### config.mk
export PLATFORM = sky130hd
export DESIGN_NAME = centered_moving_average_bandpass_top
export DESIGN_NICKNAME = d
export VERILOG_FILES = /design/src/rtl/core/cmab_pkg.sv /design/src/rtl/core/cmab_div.sv /design/src/rtl/core/cmab_ctrl.sv /design/src/rtl/core/cmab_dp.sv /design/src/rtl/core/centered_moving_average_bandpass_top.sv
export SDC_FILE = /design/constraint.sdc
export NUM_CORES = 1
export LEC_CHECK = 0
export ABC_AREA = 1
export BUFFER_PORTS_ARGS = -buffer_cell sky130_fd_sc_hd__buf_2
export CAP_MARGIN = 15
export CORE_MARGIN = 3
export CORE_UTILIZATION = 45
export DETAILED_ROUTE_END_ITERATION = 8
export PLACE_DENSITY = 0.66
export REMOVE_ABC_BUFFERS = 1
export SLEW_MARGIN = 20
export SYNTH_ARGS = -nofsm -noshare
export SYNTH_HDL_FRONTEND = slang
export SYNTH_SLANG_ARGS = --single-unit
### constraint.sdc
create_clock -name clk -period 9.29 [get_ports clk]
set_input_delay 1.3935 -clock clk [delete_from_list [all_inputs] [get_ports clk]]
set_output_delay 1.3935 -clock clk [all_outputs]
set_load 0.02 [all_outputs]
### src/rtl/core/cmab_pkg.sv
// ----------------------------------------------------------------------------
// cmab_pkg
// Shared types and constants for the centered moving average band-pass block.
// ----------------------------------------------------------------------------
package cmab_pkg;

  localparam int SW    = 16;  // sample width
  localparam int WW    = 5;   // window register width
  localparam int HW    = 4;   // half window width
  localparam int SUMW  = 21;  // window sum width
  localparam int PW    = 5;   // pending counter width
  localparam int SEENW = 6;   // sample counter width
  localparam int DEPTH = 32;  // history ring depth
  localparam int AW    = 5;   // ring address width
  localparam int RELW  = 8;   // relative offset width
  localparam int DIVW  = 20;  // divider magnitude width
  localparam int QW    = 17;  // signed quotient width

  localparam logic [SEENW-1:0] SEEN_MAX = '1;

  // configuration register indexes
  typedef enum logic [0:0] {
    REG_LOW_WINDOW  = 1'b0,
    REG_HIGH_WINDOW = 1'b1
  } reg_idx_t;

  typedef enum logic [3:0] {
    ST_IDLE,
    ST_S1_CHK,
    ST_S1_RD,
    ST_S1_ADD,
    ST_S1_DIV,
    ST_S1_WAIT,
    ST_S2_CHK,
    ST_S2_CRD,
    ST_S2_CLD,
    ST_S2_RD,
    ST_S2_ADD,
    ST_S2_DIV,
    ST_S2_WAIT,
    ST_S2_EMIT
  } state_t;

  // controller to datapath
  typedef struct packed {
    logic take;      // store accepted sample
    logic stage2;    // stage-two addressing and window
    logic clr;       // clear accumulator and term index
    logic rd;        // issue history read
    logic ctr;       // read the center entry
    logic add;       // accumulate read data
    logic div_go;    // start divider
    logic s1_wr;     // commit stage-one mean
    logic ctr_ld;    // latch center value
    logic s2_fin;    // form band-passed result
    logic emit;      // load output register
    logic wave_end;  // end of input processing
  } cmd_t;

  // datapath to controller
  typedef struct packed {
    logic s1_due;
    logic s2_due;
    logic win_end;
    logic div_done;
    logic out_free;
  } stat_t;

endpackage

### src/rtl/core/cmab_div.sv
// ----------------------------------------------------------------------------
// cmab_div
// Radix-2 restoring divider by a small odd window, rounded half away from zero.
// ----------------------------------------------------------------------------
module cmab_div import cmab_pkg::*; (
  input  logic                   clk,
  input  logic                   rst,
  input  logic                   start,
  input  logic signed [SUMW-1:0] dividend,
  input  logic        [WW-1:0]   divisor,
  output logic                   done,
  output logic signed [QW-1:0]   quotient
);

  localparam logic [4:0] DIV_LAST = 5'(DIVW - 1);

  logic            busy;
  logic [4:0]      cnt;
  logic [WW-1:0]   rem;
  logic [DIVW-1:0] quo;
  logic            neg;
  logic [SUMW-1:0] mag;
  logic [WW:0]     trial;
  logic            ge;
  logic [WW:0]     diff;

  // magnitude and one restoring step
  always_comb begin
    mag   = dividend[SUMW-1] ? 21'(-dividend) : dividend;
    trial = {rem, quo[DIVW-1]};
    ge    = trial >= {1'b0, divisor};
    diff  = trial - {1'b0, divisor};
  end

  // control
  always_ff @(posedge clk) begin
    if (rst) begin
      busy <= 1'b0;
      done <= 1'b0;
      cnt  <= '0;
    end else begin
      done <= 1'b0;
      if (start) begin
        busy <= 1'b1;
        cnt  <= DIV_LAST;
      end else if (busy) begin
        cnt <= cnt - 5'd1;
        if (cnt == '0) begin
          busy <= 1'b0;
          done <= 1'b1;
        end
      end
    end
  end

  // data
  always_ff @(posedge clk) begin
    if (start) begin
      neg <= dividend[SUMW-1];
      rem <= '0;
      quo <= mag[DIVW-1:0] + {{(DIVW-HW){1'b0}}, divisor[WW-1:1]};
    end else if (busy) begin
      rem <= ge ? diff[WW-1:0] : trial[WW-1:0];
      quo <= {quo[DIVW-2:0], ge};
    end
  end

  assign quotient = neg ? -$signed({1'b0, quo[SW-1:0]}) : $signed({1'b0, quo[SW-1:0]});

endmodule

### src/rtl/core/cmab_ctrl.sv
// ----------------------------------------------------------------------------
// cmab_ctrl
// Sequencer: stage-one mean per pending input, then stage-two results.
// ----------------------------------------------------------------------------
module cmab_ctrl import cmab_pkg::*; (
  input  logic  clk,
  input  logic  rst,
  input  logic  in_valid,
  output logic  in_ready,
  input  stat_t stat,
  output cmd_t  cmd
);

  state_t state, state_next;

  // state register
  always_ff @(posedge clk) begin
    if (rst) begin
      state <= ST_IDLE;
    end else begin
      state <= state_next;
    end
  end

  // next state and commands
  always_comb begin
    state_next = state;
    cmd        = '0;
    in_ready   = 1'b0;
    case (state)
      ST_IDLE: begin
        in_ready = 1'b1;
        if (in_valid) begin
          cmd.take   = 1'b1;
          state_next = ST_S1_CHK;
        end
      end
      ST_S1_CHK: begin
        if (stat.s1_due) begin
          cmd.clr    = 1'b1;
          state_next = ST_S1_RD;
        end else begin
          cmd.wave_end = 1'b1;
          state_next   = ST_IDLE;
        end
      end
      ST_S1_RD: begin
        cmd.rd     = 1'b1;
        state_next = ST_S1_ADD;
      end
      ST_S1_ADD: begin
        cmd.add    = 1'b1;
        state_next = stat.win_end ? ST_S1_DIV : ST_S1_RD;
      end
      ST_S1_DIV: begin
        cmd.div_go = 1'b1;
        state_next = ST_S1_WAIT;
      end
      ST_S1_WAIT: begin
        if (stat.div_done) begin
          cmd.s1_wr  = 1'b1;
          state_next = ST_S2_CHK;
        end
      end
      ST_S2_CHK: begin
        cmd.stage2 = 1'b1;
        if (stat.s2_due) begin
          cmd.clr    = 1'b1;
          state_next = ST_S2_CRD;
        end else begin
          state_next = ST_S1_CHK;
        end
      end
      ST_S2_CRD: begin
        cmd.stage2 = 1'b1;
        cmd.rd     = 1'b1;
        cmd.ctr    = 1'b1;
        state_next = ST_S2_CLD;
      end
      ST_S2_CLD: begin
        cmd.stage2 = 1'b1;
        cmd.ctr_ld = 1'b1;
        state_next = ST_S2_RD;
      end
      ST_S2_RD: begin
        cmd.stage2 = 1'b1;
        cmd.rd     = 1'b1;
        state_next = ST_S2_ADD;
      end
      ST_S2_ADD: begin
        cmd.stage2 = 1'b1;
        cmd.add    = 1'b1;
        state_next = stat.win_end ? ST_S2_DIV : ST_S2_RD;
      end
      ST_S2_DIV: begin
        cmd.stage2 = 1'b1;
        cmd.div_go = 1'b1;
        state_next = ST_S2_WAIT;
      end
      ST_S2_WAIT: begin
        cmd.stage2 = 1'b1;
        if (stat.div_done) begin
          cmd.s2_fin = 1'b1;
          state_next = ST_S2_EMIT;
        end
      end
      ST_S2_EMIT: begin
        cmd.stage2 = 1'b1;
        if (stat.out_free) begin
          cmd.emit   = 1'b1;
          state_next = ST_S2_CHK;
        end
      end
      default: begin
        state_next = ST_IDLE;
      end
    endcase
  end

endmodule

### src/rtl/core/cmab_dp.sv
// ----------------------------------------------------------------------------
// cmab_dp
// Datapath: history rings, window accumulator, divider, output register.
// ----------------------------------------------------------------------------
module cmab_dp import cmab_pkg::*; (
  input  logic                 clk,
  input  logic                 rst,
  input  cmd_t                 cmd,
  output stat_t                stat,
  input  logic signed [SW-1:0] sample_in,
  input  logic                 last_in,
  input  logic                 cfg_valid,
  input  logic [0:0]           cfg_index,
  input  logic [WW-1:0]        cfg_data,
  output logic                 out_valid,
  input  logic                 out_ready,
  output logic signed [SW-1:0] sample_out,
  output logic                 last_out
);

  logic [SW-1:0]          in_mem [DEPTH];
  logic [SW-1:0]          sm_mem [DEPTH];
  logic [WW-1:0]          smooth_len;
  logic [WW-1:0]          wide_len;
  logic [AW-1:0]          in_wr;
  logic [AW-1:0]          sm_wr;
  logic [SEENW-1:0]       seen;
  logic [PW-1:0]          pending_in;
  logic [PW-1:0]          pending_sm;
  logic                   last_flag;
  logic [AW-1:0]          j;
  logic signed [SUMW-1:0] acc;
  logic signed [SW-1:0]   rdata;
  logic signed [SW-1:0]   centre;
  logic signed [SW-1:0]   result;
  logic                   result_last;
  logic                   div_done;
  logic signed [QW-1:0]   quotient;

  logic [HW-1:0]          h;
  logic [PW-1:0]          p;
  logic [AW-1:0]          wr;
  logic signed [RELW-1:0] rel;
  logic signed [RELW-1:0] lo;
  logic signed [RELW-1:0] rel_c;
  logic [RELW-1:0]        slot_full;
  logic [AW-1:0]          slot;
  logic signed [SW+1:0]   diff;

  // configuration: even lengths round up to the next odd value
  always_ff @(posedge clk) begin
    if (rst) begin
      smooth_len <= WW'(1);
      wide_len   <= WW'(1);
    end else if (cfg_valid) begin
      case (cfg_index)
        REG_LOW_WINDOW:  smooth_len <= cfg_data | WW'(1);
        REG_HIGH_WINDOW: wide_len   <= cfg_data | WW'(1);
        default: ;
      endcase
    end
  end

  // history address: offset from newest, clamped to the newest entry and to the waveform start
  always_comb begin
    h  = cmd.stage2 ? wide_len[WW-1:1] : smooth_len[WW-1:1];
    p  = cmd.stage2 ? pending_sm : pending_in;
    wr = cmd.stage2 ? sm_wr : in_wr;
    lo = RELW'(1) - $signed({2'b0, seen});
    if (cmd.stage2) begin
      lo = lo + $signed({3'b0, pending_in});
    end
    if (cmd.ctr) begin
      rel = RELW'(1) - $signed({3'b0, p});
    end else begin
      rel = $signed({3'b0, j}) - $signed({4'b0, h}) - $signed({3'b0, p}) + RELW'(1);
    end
    rel_c = rel;
    if (rel_c > 0) begin
      rel_c = '0;
    end
    if (rel_c < lo) begin
      rel_c = lo;
    end
    slot_full = {3'b0, wr} + rel_c - RELW'(1);
    slot      = slot_full[AW-1:0];
  end

  // history rings
  always_ff @(posedge clk) begin
    if (cmd.take) begin
      in_mem[in_wr] <= sample_in;
    end
    if (cmd.s1_wr) begin
      sm_mem[sm_wr] <= quotient[SW-1:0];
    end
    if (cmd.rd) begin
      rdata <= cmd.stage2 ? sm_mem[slot] : in_mem[slot];
    end
  end

  // counters and pointers
  always_ff @(posedge clk) begin
    if (rst) begin
      in_wr      <= '0;
      sm_wr      <= '0;
      seen       <= '0;
      pending_in <= '0;
      pending_sm <= '0;
      last_flag  <= 1'b0;
    end else begin
      if (cmd.take) begin
        in_wr      <= in_wr + AW'(1);
        pending_in <= pending_in + PW'(1);
        last_flag  <= last_in;
        if (seen != SEEN_MAX) begin
          seen <= seen + SEENW'(1);
        end
      end
      if (cmd.s1_wr) begin
        sm_wr      <= sm_wr + AW'(1);
        pending_in <= pending_in - PW'(1);
        pending_sm <= pending_sm + PW'(1);
      end
      if (cmd.s2_fin) begin
        pending_sm <= pending_sm - PW'(1);
      end
      if (cmd.wave_end && last_flag) begin
        seen       <= '0;
        pending_in <= '0;
        pending_sm <= '0;
      end
    end
  end

  // window accumulator
  always_ff @(posedge clk) begin
    if (cmd.clr) begin
      acc <= '0;
      j   <= '0;
    end else if (cmd.add) begin
      acc <= acc + SUMW'(rdata);
      j   <= j + AW'(1);
    end
  end

  cmab_div u_div (
    .clk      (clk),
    .rst      (rst),
    .start    (cmd.div_go),
    .dividend (acc),
    .divisor  (cmd.stage2 ? wide_len : smooth_len),
    .done     (div_done),
    .quotient (quotient)
  );

  // stage-two difference with saturation
  always_comb begin
    diff = (SW+2)'(centre) - (SW+2)'(quotient);
  end

  always_ff @(posedge clk) begin
    if (cmd.ctr_ld) begin
      centre <= rdata;
    end
    if (cmd.s2_fin) begin
      if (diff > $signed((SW+2)'(16'sh7fff))) begin
        result <= 16'sh7fff;
      end else if (diff < $signed((SW+2)'(-17'sd32768))) begin
        result <= 16'sh8000;
      end else begin
        result <= diff[SW-1:0];
      end
      result_last <= last_flag && (pending_in == '0) && (pending_sm == PW'(1));
    end
  end

  // output register
  always_ff @(posedge clk) begin
    if (rst) begin
      out_valid <= 1'b0;
    end else if (cmd.emit) begin
      out_valid <= 1'b1;
    end else if (out_ready) begin
      out_valid <= 1'b0;
    end
  end

  always_ff @(posedge clk) begin
    if (cmd.emit) begin
      sample_out <= result;
      last_out   <= result_last;
    end
  end

  // status
  always_comb begin
    stat.s1_due   = (pending_in > {1'b0, smooth_len[WW-1:1]}) ||
                    (last_flag && (pending_in != '0));
    stat.s2_due   = (pending_sm > {1'b0, wide_len[WW-1:1]}) ||
                    (last_flag && (pending_in == '0) && (pending_sm != '0));
    stat.win_end  = j == {h, 1'b0};
    stat.div_done = div_done;
    stat.out_free = !out_valid || out_ready;
  end

  // checks
  a_pend_in_bound: assert property (@(posedge clk) disable iff (rst)
    pending_in <= PW'(16)) else $error("pending input count out of range");

  a_emit_free: assert property (@(posedge clk) disable iff (rst)
    cmd.emit |-> (!out_valid || out_ready)) else $error("output overwritten");

  a_commit_done: assert property (@(posedge clk) disable iff (rst)
    (cmd.s1_wr || cmd.s2_fin) |-> div_done) else $error("commit before divide done");

  a_flush_clear: assert property (@(posedge clk) disable iff (rst)
    (cmd.wave_end && last_flag) |=> (pending_in == '0 && pending_sm == '0))
    else $error("flush left pending items");

endmodule

### src/rtl/core/centered_moving_average_bandpass_top.sv
// ----------------------------------------------------------------------------
// centered_moving_average_bandpass_top
// Two-stage centered moving average band-pass filter over framed samples.
// ----------------------------------------------------------------------------
// One sample is taken at a time; in_ready is high only while the sequencer is
// idle, and configuration writes are accepted only then as well. Each
// stage-one mean and each result is formed by a one-read-per-term history
// loop over its window and the 20-step serial divider, and a result may also
// wait on an output stall. A sample that completes no stage-one mean returns
// the sequencer straight to idle; the last sample of a waveform also flushes
// up to 31 results.
// Results wait in an output register, so a stalled consumer only holds the
// sequencer at the point of the next result.
module centered_moving_average_bandpass_top import cmab_pkg::*; (
  input  logic                 clk,
  input  logic                 rst,
  input  logic                 in_valid,
  output logic                 in_ready,
  input  logic signed [SW-1:0] sample_in,
  input  logic                 last_in,
  output logic                 out_valid,
  input  logic                 out_ready,
  output logic signed [SW-1:0] sample_out,
  output logic                 last_out,
  input  logic                 cfg_valid,
  output logic                 cfg_ready,
  input  logic [0:0]           cfg_index,
  input  logic [WW-1:0]        cfg_data
);

  cmd_t  cmd;
  stat_t stat;

  // window writes only between samples
  assign cfg_ready = in_ready;

  cmab_ctrl u_ctrl (
    .clk      (clk),
    .rst      (rst),
    .in_valid (in_valid),
    .in_ready (in_ready),
    .stat     (stat),
    .cmd      (cmd)
  );

  cmab_dp u_dp (
    .clk        (clk),
    .rst        (rst),
    .cmd        (cmd),
    .stat       (stat),
    .sample_in  (sample_in),
    .last_in    (last_in),
    .cfg_valid  (cfg_valid && cfg_ready),
    .cfg_index  (cfg_index),
    .cfg_data   (cfg_data),
    .out_valid  (out_valid),
    .out_ready  (out_ready),
    .sample_out (sample_out),
    .last_out   (last_out)
  );

endmodule
## Yosys cells after proc, flatten, opt, wreduce, memory -nomap -nowiden

Memories as Yosys holds them, arrays and structs flattened.
Index checks and enable logic that the tools add are counted.

- Reduce and logical (&&, ||, !) cells: 30
- Div/mod/pow operators: 0
- Multiplexer cells: 59
- Add/sub/neg operators: 23
- Bitwise operators: 2
- Equality and inequality tests: 20
- Shift operators: 0
- Magnitude comparators: 7
- $mul: 0

Operators with widths:

| kind | count |
|---|---|
| 20-bit two-way mux | 3 |
| 4-bit case mux with 14 select lines | 1 |
| 5-bit two-way mux | 11 |
| 16-bit two-way mux | 2 |
| 1-bit two-way mux | 28 |
| 5-bit by 1-bit adder with 5-bit output (second input constant) | 5 |
| 4-bit equality test (second input constant) | 6 |
| 8-bit two-way mux | 3 |
| 21-bit by 16-bit adder with 21-bit output | 1 |
| 20-bit by 4-bit adder with 20-bit output | 1 |
| 4-bit two-way mux | 5 |
| 20-bit negation | 1 |
| 5-bit by 1-bit subtractor with 5-bit output (second input constant) | 4 |
| 18-bit by 16-bit > comparator with 1-bit output (second input constant) | 1 |
| 18-bit by 16-bit < comparator with 1-bit output (second input constant) | 1 |
| 16-bit by 17-bit subtractor with 18-bit output | 1 |
| 17-bit two-way mux | 1 |
| 16-bit negation with 17-bit output | 1 |
| 4-bit by 3-bit equality test with 1-bit output (second input constant) | 4 |
| 5-bit by 4-bit > comparator with 1-bit output | 2 |
| 5-bit logical NOT | 2 |
| 5-bit nonzero test | 2 |
| 8-bit by 2-bit adder with 8-bit output (second input constant) | 1 |
| 8-bit by 6-bit adder with 8-bit output | 1 |
| other kinds (31) | 53 |

- Input bits: 28
- Output and inout port bits: 20
- Latch bits: 0
- Memories kept: 2
- Register bits after elaboration: 165
- RAM bits: 1,024
- Bits in read-only memories: 0

Memories:

| name | depth | bits a word | rd ports | clocked after memory_dff | wr ports | line | RTL |
|---|---|---|---|---|---|---|---|
| u_dp.in_mem | 32 | 16 | 1 | 0 | 1 | cmab_dp.sv:21 | `logic [SW-1:0] in_mem [DEPTH];` |
| u_dp.sm_mem | 32 | 16 | 1 | 0 | 1 | cmab_dp.sv:22 | `logic [SW-1:0] sm_mem [DEPTH];` |

## Longest topological paths before layout

An unclocked memory read counts as a cell.

- Word-level depth: 16
- Gate-level depth with buffers: 53
- Depth with buffers taken out: 50

## By module

Synthesis repeated with hierarchy kept, for this count alone.

- Cell total of the unflattened synthesis: 4,553
- Area total of the unflattened synthesis: 53,374.9 µm²

By module, submodules not included:

| module | seq. area each (µm²) | times used | area an instance (µm²) | cells each |
|---|---|---|---|---|
| cmab_dp | 33,972.6 | 1 | 49,746.5 | 4,001 |
| cmab_div | 870.8 | 1 | 3,154.3 | 460 |
| cmab_ctrl | 80.1 | 1 | 459.2 | 89 |
| centered_moving_average_bandpass_top | 0.0 | 1 | 15.0 | 3 |

## Worst setup path after synthesis

OpenSTA, ideal clock, no wires.

- Kind: reg2reg
- From: register u_ctrl.state[1]
- To: register u_dp.rdata[11] (data pin)
- Path slack: 1.841 ns
- Data arrival time: 7.196 ns
- Data required time: 9.036 ns
- Stages on the path, launching flop included: 46
- Clock period less this slack: 7.449 ns
- Path through: dfxtp_1 -> inv_2 -> nand2_2 -> nand3_4 -> buf_12 -> buf_6 -> o21ai_1 -> ha_1 -> inv_1 -> ha_1 -> or2_2 -> a21oi_1 -> o21ai_0 -> xor2_1 -> ha_1 -> ha_1 -> a21oi_1 -> nand2_1 -> (+10 left out) -> a211oi_1 -> nand2_1 -> nand2_1 -> nand2_1 -> nand2_1 -> o21ai_0 -> ha_1 -> inv_1 -> ha_1 -> fa_1 -> clkbuf_1 -> clkbuf_1 -> clkbuf_1 -> o211ai_1 -> a31oi_1 -> nand3_1 -> nand3_1 -> nand2_1

- Cells in the longest elaborated chain, start to end: 16
- Elaborated cells between the ends (all ways): 29
- Classes of those cells: 6 x add/sub; 2 x order compare; 8 x eq/ne; 10 x mux; 1 x reduce/logical; 2 x memory

Ends and longest elaborated chain:

| what | line | RTL |
|---|---|---|
| start, declared | cmab_ctrl.sv:14 | `state_t state, state_next;` |
| start signal, assigned | cmab_ctrl.sv:21 | `state <= state_next;` |
| 4-bit equality test or 4-bit by 3-bit equality test with 1-bit output (tied branches) | cmab_ctrl.sv:30 | `case (state)` |
| 8-bit OR reduction (no line) | n/a |  |
| 1-bit two-way mux | cmab_ctrl.sv:30 |  |
| 4-bit two-way mux | cmab_dp.sv:66 | `h = cmd.stage2 ? wide_len[WW-1:1] : smooth_len[WW-1:1];` |
| 5-bit by 4-bit subtractor with 6-bit output | cmab_dp.sv:76 | `rel = $signed({3'b0, j}) - $signed({4'b0, h}) - $signed({3'b0, p}) + RELW'(1);` |
| 8-bit by 6-bit subtractor with 8-bit output | cmab_dp.sv:76 |  |
| 8-bit by 2-bit adder with 8-bit output | cmab_dp.sv:76 |  |
| 8-bit two-way mux | cmab_dp.sv:73 | `if (cmd.ctr) begin` |
| 8-bit by 1-bit > comparator with 1-bit output | cmab_dp.sv:79 | `if (rel_c > 0) begin` |
| 8-bit two-way mux | cmab_dp.sv:79 |  |
| 8-bit < comparator | cmab_dp.sv:82 | `if (rel_c < lo) begin` |
| 5-bit two-way mux | cmab_dp.sv:82 |  |
| 5-bit adder | cmab_dp.sv:85 | `slot_full = {3'b0, wr} + rel_c - RELW'(1);` |
| 5-bit by 1-bit subtractor with 5-bit output | cmab_dp.sv:85 |  |
| memory 32 x 16 bit (on tied branches) | n/a |  |
| 16-bit two-way mux (*) | cmab_dp.sv:98 | `rdata <= cmd.stage2 ? sm_mem[slot] : in_mem[slot];` |
| end signal, assigned | cmab_dp.sv:98 |  |
| end, declared | cmab_dp.sv:33 | `logic signed [SW-1:0] rdata;` |

Mark *: on every way between the ends. The rest lies on a longest branch, timed or not.
A chain may end at the register's enable or synchronous reset.

## Worst setup path after layout

- From: register u_ctrl.state[2]
- To: register u_dp.rdata[11] (data pin)

Same word-level chain as after synthesis.

==> report_table.html <==
<table>
<tr><th>Metric</th><th>Value</th></tr>
<tr><th colspan="2">GRT</th></tr>
<tr><td>Global Route Usage Sum</td><td>0.2016</td></tr>
<tr><td>Vias in the first global route</td><td>32350</td></tr>
<tr><td>Remaining global-route overflow</td><td>0</td></tr>
<tr><td>Pin count of the biggest net entering global routing</td><td>79</td></tr>
<tr><td>First-pass GRT wire length</td><td>189700 µm</td></tr>
<tr><td>Initial antenna violation count</td><td>3</td></tr>
<tr><th colspan="2">Floorplan</th></tr>
<tr><td>Die Span Y</td><td>348.1 µm</td></tr>
<tr><td>Row count</td><td>124</td></tr>
<tr><td>Effective utilization at floorplan</td><td>0.4569</td></tr>
<tr><td>Top-level I/O count</td><td>48</td></tr>
<tr><td>Area of the placeable core</td><td>0.1153 mm²</td></tr>
<tr><td>Die footprint</td><td>0.1212 mm²</td></tr>
<tr><td>Chip Width</td><td>348.1 µm</td></tr>
<tr><th colspan="2">Timing</th></tr>
<tr><td>Final cycle utilization of the critical path</td><td>0.9175</td></tr>
<tr><td>Setup violators final</td><td>0</td></tr>
<tr><td>Worst-Margin Slew</td><td>1101 ps</td></tr>
<tr><td>Slew headroom</td><td>0.2617</td></tr>
<tr><td>Post-route clock skew</td><td>32.92 ps</td></tr>
<tr><td>Shortest period the worst path allows</td><td>8523 ps</td></tr>
<tr><td>Setup repair after global routing missed its margin</td><td>false</td></tr>
<tr><td>Highest attainable clock frequency</td><td>0.1173 GHz</td></tr>
<tr><td>Number of pins exceeding their max-slew limit in the final report</td><td>0</td></tr>
<tr><td>Final hold viol count</td><td>0</td></tr>
<tr><th colspan="2">Logic synthesis</th></tr>
<tr><td>Number of warnings printed during yosys synthesis</td><td>0</td></tr>
<tr><td>Proportion of synthesized flip-flops having asynchronous set or reset</td><td>0</td></tr>
<tr><td>Netlist area before placement</td><td>0.05266 mm²</td></tr>
<tr><td>Number of different library cells in the post-synthesis netlist</td><td>60</td></tr>
<tr><td>Largest area contributor in the synthesized netlist</td><td>edfxtp_1</td></tr>
<tr><td>Sequential element share of the synthesized area</td><td>0.6631</td></tr>
<tr><td>Number of enable-type register cells in the synthesized netlist</td><td>1111</td></tr>
<tr><td>Most common flop cell mapped by yosys</td><td>edfxtp_1</td></tr>
<tr><td>Leading post-synthesis cells by cell area</td><td>edfxtp_1 63%, o21ai_0 5.4%, mux2i_1 4.3%</td></tr>
<tr><td>Register bit total from synthesis</td><td>1189</td></tr>
<tr><td>Share of Yosys cell area claimed by the top area cell type</td><td>0.6335</td></tr>
<tr><td>Synthesized instance count</td><td>4410</td></tr>
<tr><td>Per-instance average area after synthesis</td><td>11.94 µm²</td></tr>
<tr><th colspan="2">Job</th></tr>
<tr><td>Number of max-cap violations</td><td>0</td></tr>
<tr><th colspan="2">Final layout</th></tr>
<tr><td>Fin util</td><td>0.5108</td></tr>
<tr><td>Final Net Count</td><td>4630</td></tr>
<tr><td>Number of antenna repair diodes</td><td>0</td></tr>
<tr><td>Layout cell share with drive strength beyond 1</td><td>0.09162</td></tr>
<tr><td>Area growth from synthesis to layout</td><td>11.80%</td></tr>
<tr><td>Final Cell Area</td><td>0.05888 mm²</td></tr>
<tr><td>Number of filler instances in the final layout</td><td>9774</td></tr>
<tr><th colspan="2">Placed design</th></tr>
<tr><td>HPWL Detailed</td><td>76130 µm</td></tr>
<tr><td>IO buf count</td><td>46</td></tr>
<tr><td>Global placement routability congestion</td><td>0.8616</td></tr>
<tr><td>Post-Place Cell Area</td><td>0.05534 mm²</td></tr>
<tr><th colspan="2">Drt</th></tr>
<tr><td>Post-DRT Antenna Nets</td><td>0</td></tr>
<tr><td>First-pass iteration count of the detailed router</td><td>5</td></tr>
<tr><td>Post-detailed-route DRC marker count</td><td>0</td></tr>
<tr><td>DRC marker count from the first detailed-route iteration</td><td>3449</td></tr>
<tr><td>Wirelength per Cell</td><td>20.41 µm</td></tr>
<tr><td>Vias per std cell</td><td>5.531</td></tr>
<tr><td>Post-Route WL</td><td>124400 µm</td></tr>
<tr><td>Vias</td><td>33710</td></tr>
<tr><th colspan="2">Setup path</th></tr>
<tr><td>FF-to-FF setup slack</td><td>770 ps</td></tr>
<tr><td>Worst Setup End Kind</td><td>flop</td></tr>
<tr><td>Worst path most repeated cell</td><td>nand2_1</td></tr>
<tr><td>Critical path required time</td><td>9710 ps</td></tr>
<tr><td>Crit start category</td><td>flop</td></tr>
<tr><td>Class of the most critical setup path</td><td>reg -&gt; reg</td></tr>
<tr><td>CP max FO</td><td>74</td></tr>
<tr><td>Startpoint of the worst-slack reg-to-reg timing path</td><td>u_ctrl.state[2]</td></tr>
<tr><td>Peak per-stage delay on the critical path</td><td>820 ps</td></tr>
<tr><td>Worst setup path startpoint</td><td>u_ctrl.state[2]</td></tr>
<tr><td>Setup crit end</td><td>u_dp.rdata[11]</td></tr>
<tr><td>Worst R2R Path Depth</td><td>43</td></tr>
<tr><td>Critical path data arrival time</td><td>8950 ps</td></tr>
<tr><td>Worst path slowest cell</td><td>fa_4</td></tr>
<tr><td>Terminus of the critical flop-to-flop path</td><td>u_dp.rdata[11]</td></tr>
<tr><th colspan="2">Status</th></tr>
<tr><td>Outcome</td><td>finished clean</td></tr>
<tr><th colspan="2">Clocking</th></tr>
<tr><td>Count of buffers added by post-CTS timing repair for setup</td><td>0</td></tr>
<tr><td>Post-CTS clock slew at the launch and capture registers of the worst setup and hold paths</td><td>60 ps</td></tr>
<tr><td>Worst-skew pair later-pin latency</td><td>700 ps</td></tr>
<tr><td>Clock tree from TritonCTS</td><td>built</td></tr>
<tr><td>Root Buffer</td><td>clkbuf_16</td></tr>
<tr><td>Clock tree buffer depth</td><td>3</td></tr>
<tr><td># clock sinks</td><td>1189</td></tr>
<tr><td>Number of levels the H-tree was split into</td><td>3</td></tr>
<tr><td>CTS Buf Count</td><td>115</td></tr>
<tr><th colspan="2">Min path</th></tr>
<tr><td>Worst min-delay path class</td><td>reg -&gt; reg</td></tr>
</table>
## registers in the layout (all words and copies together), names as in the netlist, 4 cells and up
register and cells:
u_dp.pending_sm 5, u_dp.result 16, u_dp.centre 16, u_dp.in_mem 512, u_dp.u_div.rem 5, u_dp.u_div.cnt 5, u_dp.seen 6, u_dp.j 5
u_dp.in_wr 5, u_dp.smooth_len 4, u_dp.pending_in 5, u_dp.acc 21, u_dp.wide_len 4, u_dp.sample_out 16, u_dp.sm_mem 512, u_ctrl.state 4
u_dp.rdata 16, u_dp.sm_wr 5, u_dp.u_div.quo 20
## layer usage
layer	vias to the layer above	track usage	part of all wire
met3	185	0.02636	0.059
li1	16020	-	-
met1	16490	0.2802	0.44
met4	2	0.05869	0.027
met2	1010	0.3332	0.47
met5	-	0	0.00010
## worst min-delay path by stage
stage	startpoint	endpoint	depth (start not counted)
5_1_grt	u_dp.result[8]	u_dp.sample_out[8]	0
2_1_floorplan	u_dp.result_last	u_dp.last_out	0
4_1_cts	u_dp.result[3]	u_dp.sample_out[3]	0
3_5_place_dp	u_dp.result[3]	u_dp.sample_out[3]	0
3_3_place_gp	u_dp.result[8]	u_dp.sample_out[8]	0
6_report	u_dp.result[3]	u_dp.sample_out[3]	0
## area by class of cell
cell class / instances / area [µm²] / share of cell area
multi-input combinational: 2482 / 15100 / 0.2564
tap: 1512 / 1892 / 0.03213
clock buffer: 155 / 3079 / 0.05230
clock inverter: 58 / 442.9 / 0.007523
inverter: 516 / 1946 / 0.03305
timing repair buffer: 184 / 1499 / 0.02546
sequential: 1189 / 34920 / 0.5932
## synth_stat cells, drive strengths merged, types with 63 or more instances
cell type  count
edfxtp      1111
o21ai        574
ha           107
nor2         228
dfxtp         78
a31oi         73
clkbuf       160
a21oi        378
nand3        142
xor2          66
mux2i        225
o211ai       166
nand2        366
buf           63
inv          514
## layout by cell type (no fill, tap or decap), types with 6 or more instances in the layout
| master | netlist | layout |
|---|---|---|
| clkbuf_1 | 160 | 36 |
| o21ai_0 | 563 | 561 |
| clkinv_1 | 2 | 32 |
| xnor2_1 | 26 | 25 |
| buf_4 | 1 | 119 |
| nand2_2 | 8 | 8 |
| nor2_1 | 225 | 213 |
| clkinv_2 | 0 | 16 |
| xor2_2 | 0 | 10 |
| nor3_1 | 35 | 30 |
| xor2_1 | 66 | 56 |
| edfxtp_1 | 1111 | 1111 |
| fa_1 | 7 | 6 |
| a21oi_1 | 378 | 377 |
| a211oi_1 | 6 | 6 |
| mux2i_1 | 225 | 225 |
| dfxtp_1 | 78 | 78 |
| nand3_1 | 136 | 136 |
| ha_1 | 107 | 105 |
| or2_2 | 15 | 15 |
| buf_2 | 23 | 46 |
| inv_2 | 10 | 8 |
| o211ai_1 | 166 | 166 |
| buf_12 | 1 | 18 |
| o21ai_1 | 7 | 8 |
| a31oi_1 | 73 | 73 |
| nand2_1 | 355 | 355 |
| clkbuf_16 | 0 | 116 |
| nand4_1 | 14 | 14 |
| a21boi_0 | 6 | 6 |
| inv_1 | 504 | 502 |
| nor2_2 | 2 | 13 |
## worst max-delay path, delay by kind of cell (launching register included)
| kind | cells | cell delay (ps) |
|---|---|---|
| AOI/OAI and AO/OA | 11 | 2080 |
| and+or+nand+nor | 17 | 2300 |
| xor gates and xnor gates | 1 | 150 |
| DFF | 1 | 490 |
| adders and majority gates | 8 | 2420 |
| buffers and inverters | 6 | 780 |
## stage by stage
| step | setup WS [ps] | std cells | TNS (ps) | hold WS, ps |
|---|---|---|---|---|
| global route | 28.98 | 6096 | 0 | 420.5 |
| CTS | 710.3 | 6095 | 0 | 416.9 |
| finish | 766.6 | 6096 | 0 | 416.2 |
| global placement | 731.0 | 5882 | 0 | 403.7 |
| detailed placement | 744.9 | 5882 | 0 | 404.5 |
| floorplan | -12290 | 4187 | -193780 | 400.3 |
## cell families after synthesis
logic type / count (synthesis) / synth area share
compound gates: 1233 / 0.1296
flops: 1189 / 0.6631
fa+ha+maj: 114 / 0.02808
xor+xnor: 92 / 0.01530
buf+inv: 739 / 0.05417
simple gates: 816 / 0.06652
mux: 227 / 0.04319
## timing repair
item,CTS,global route
resized for setup,0,1
hold buffers,0,0
endpoints found under the setup margin,0,9
Power is not shown: default switching activity piles up to over one toggle a cycle in this logic, so the estimate is an artifact.
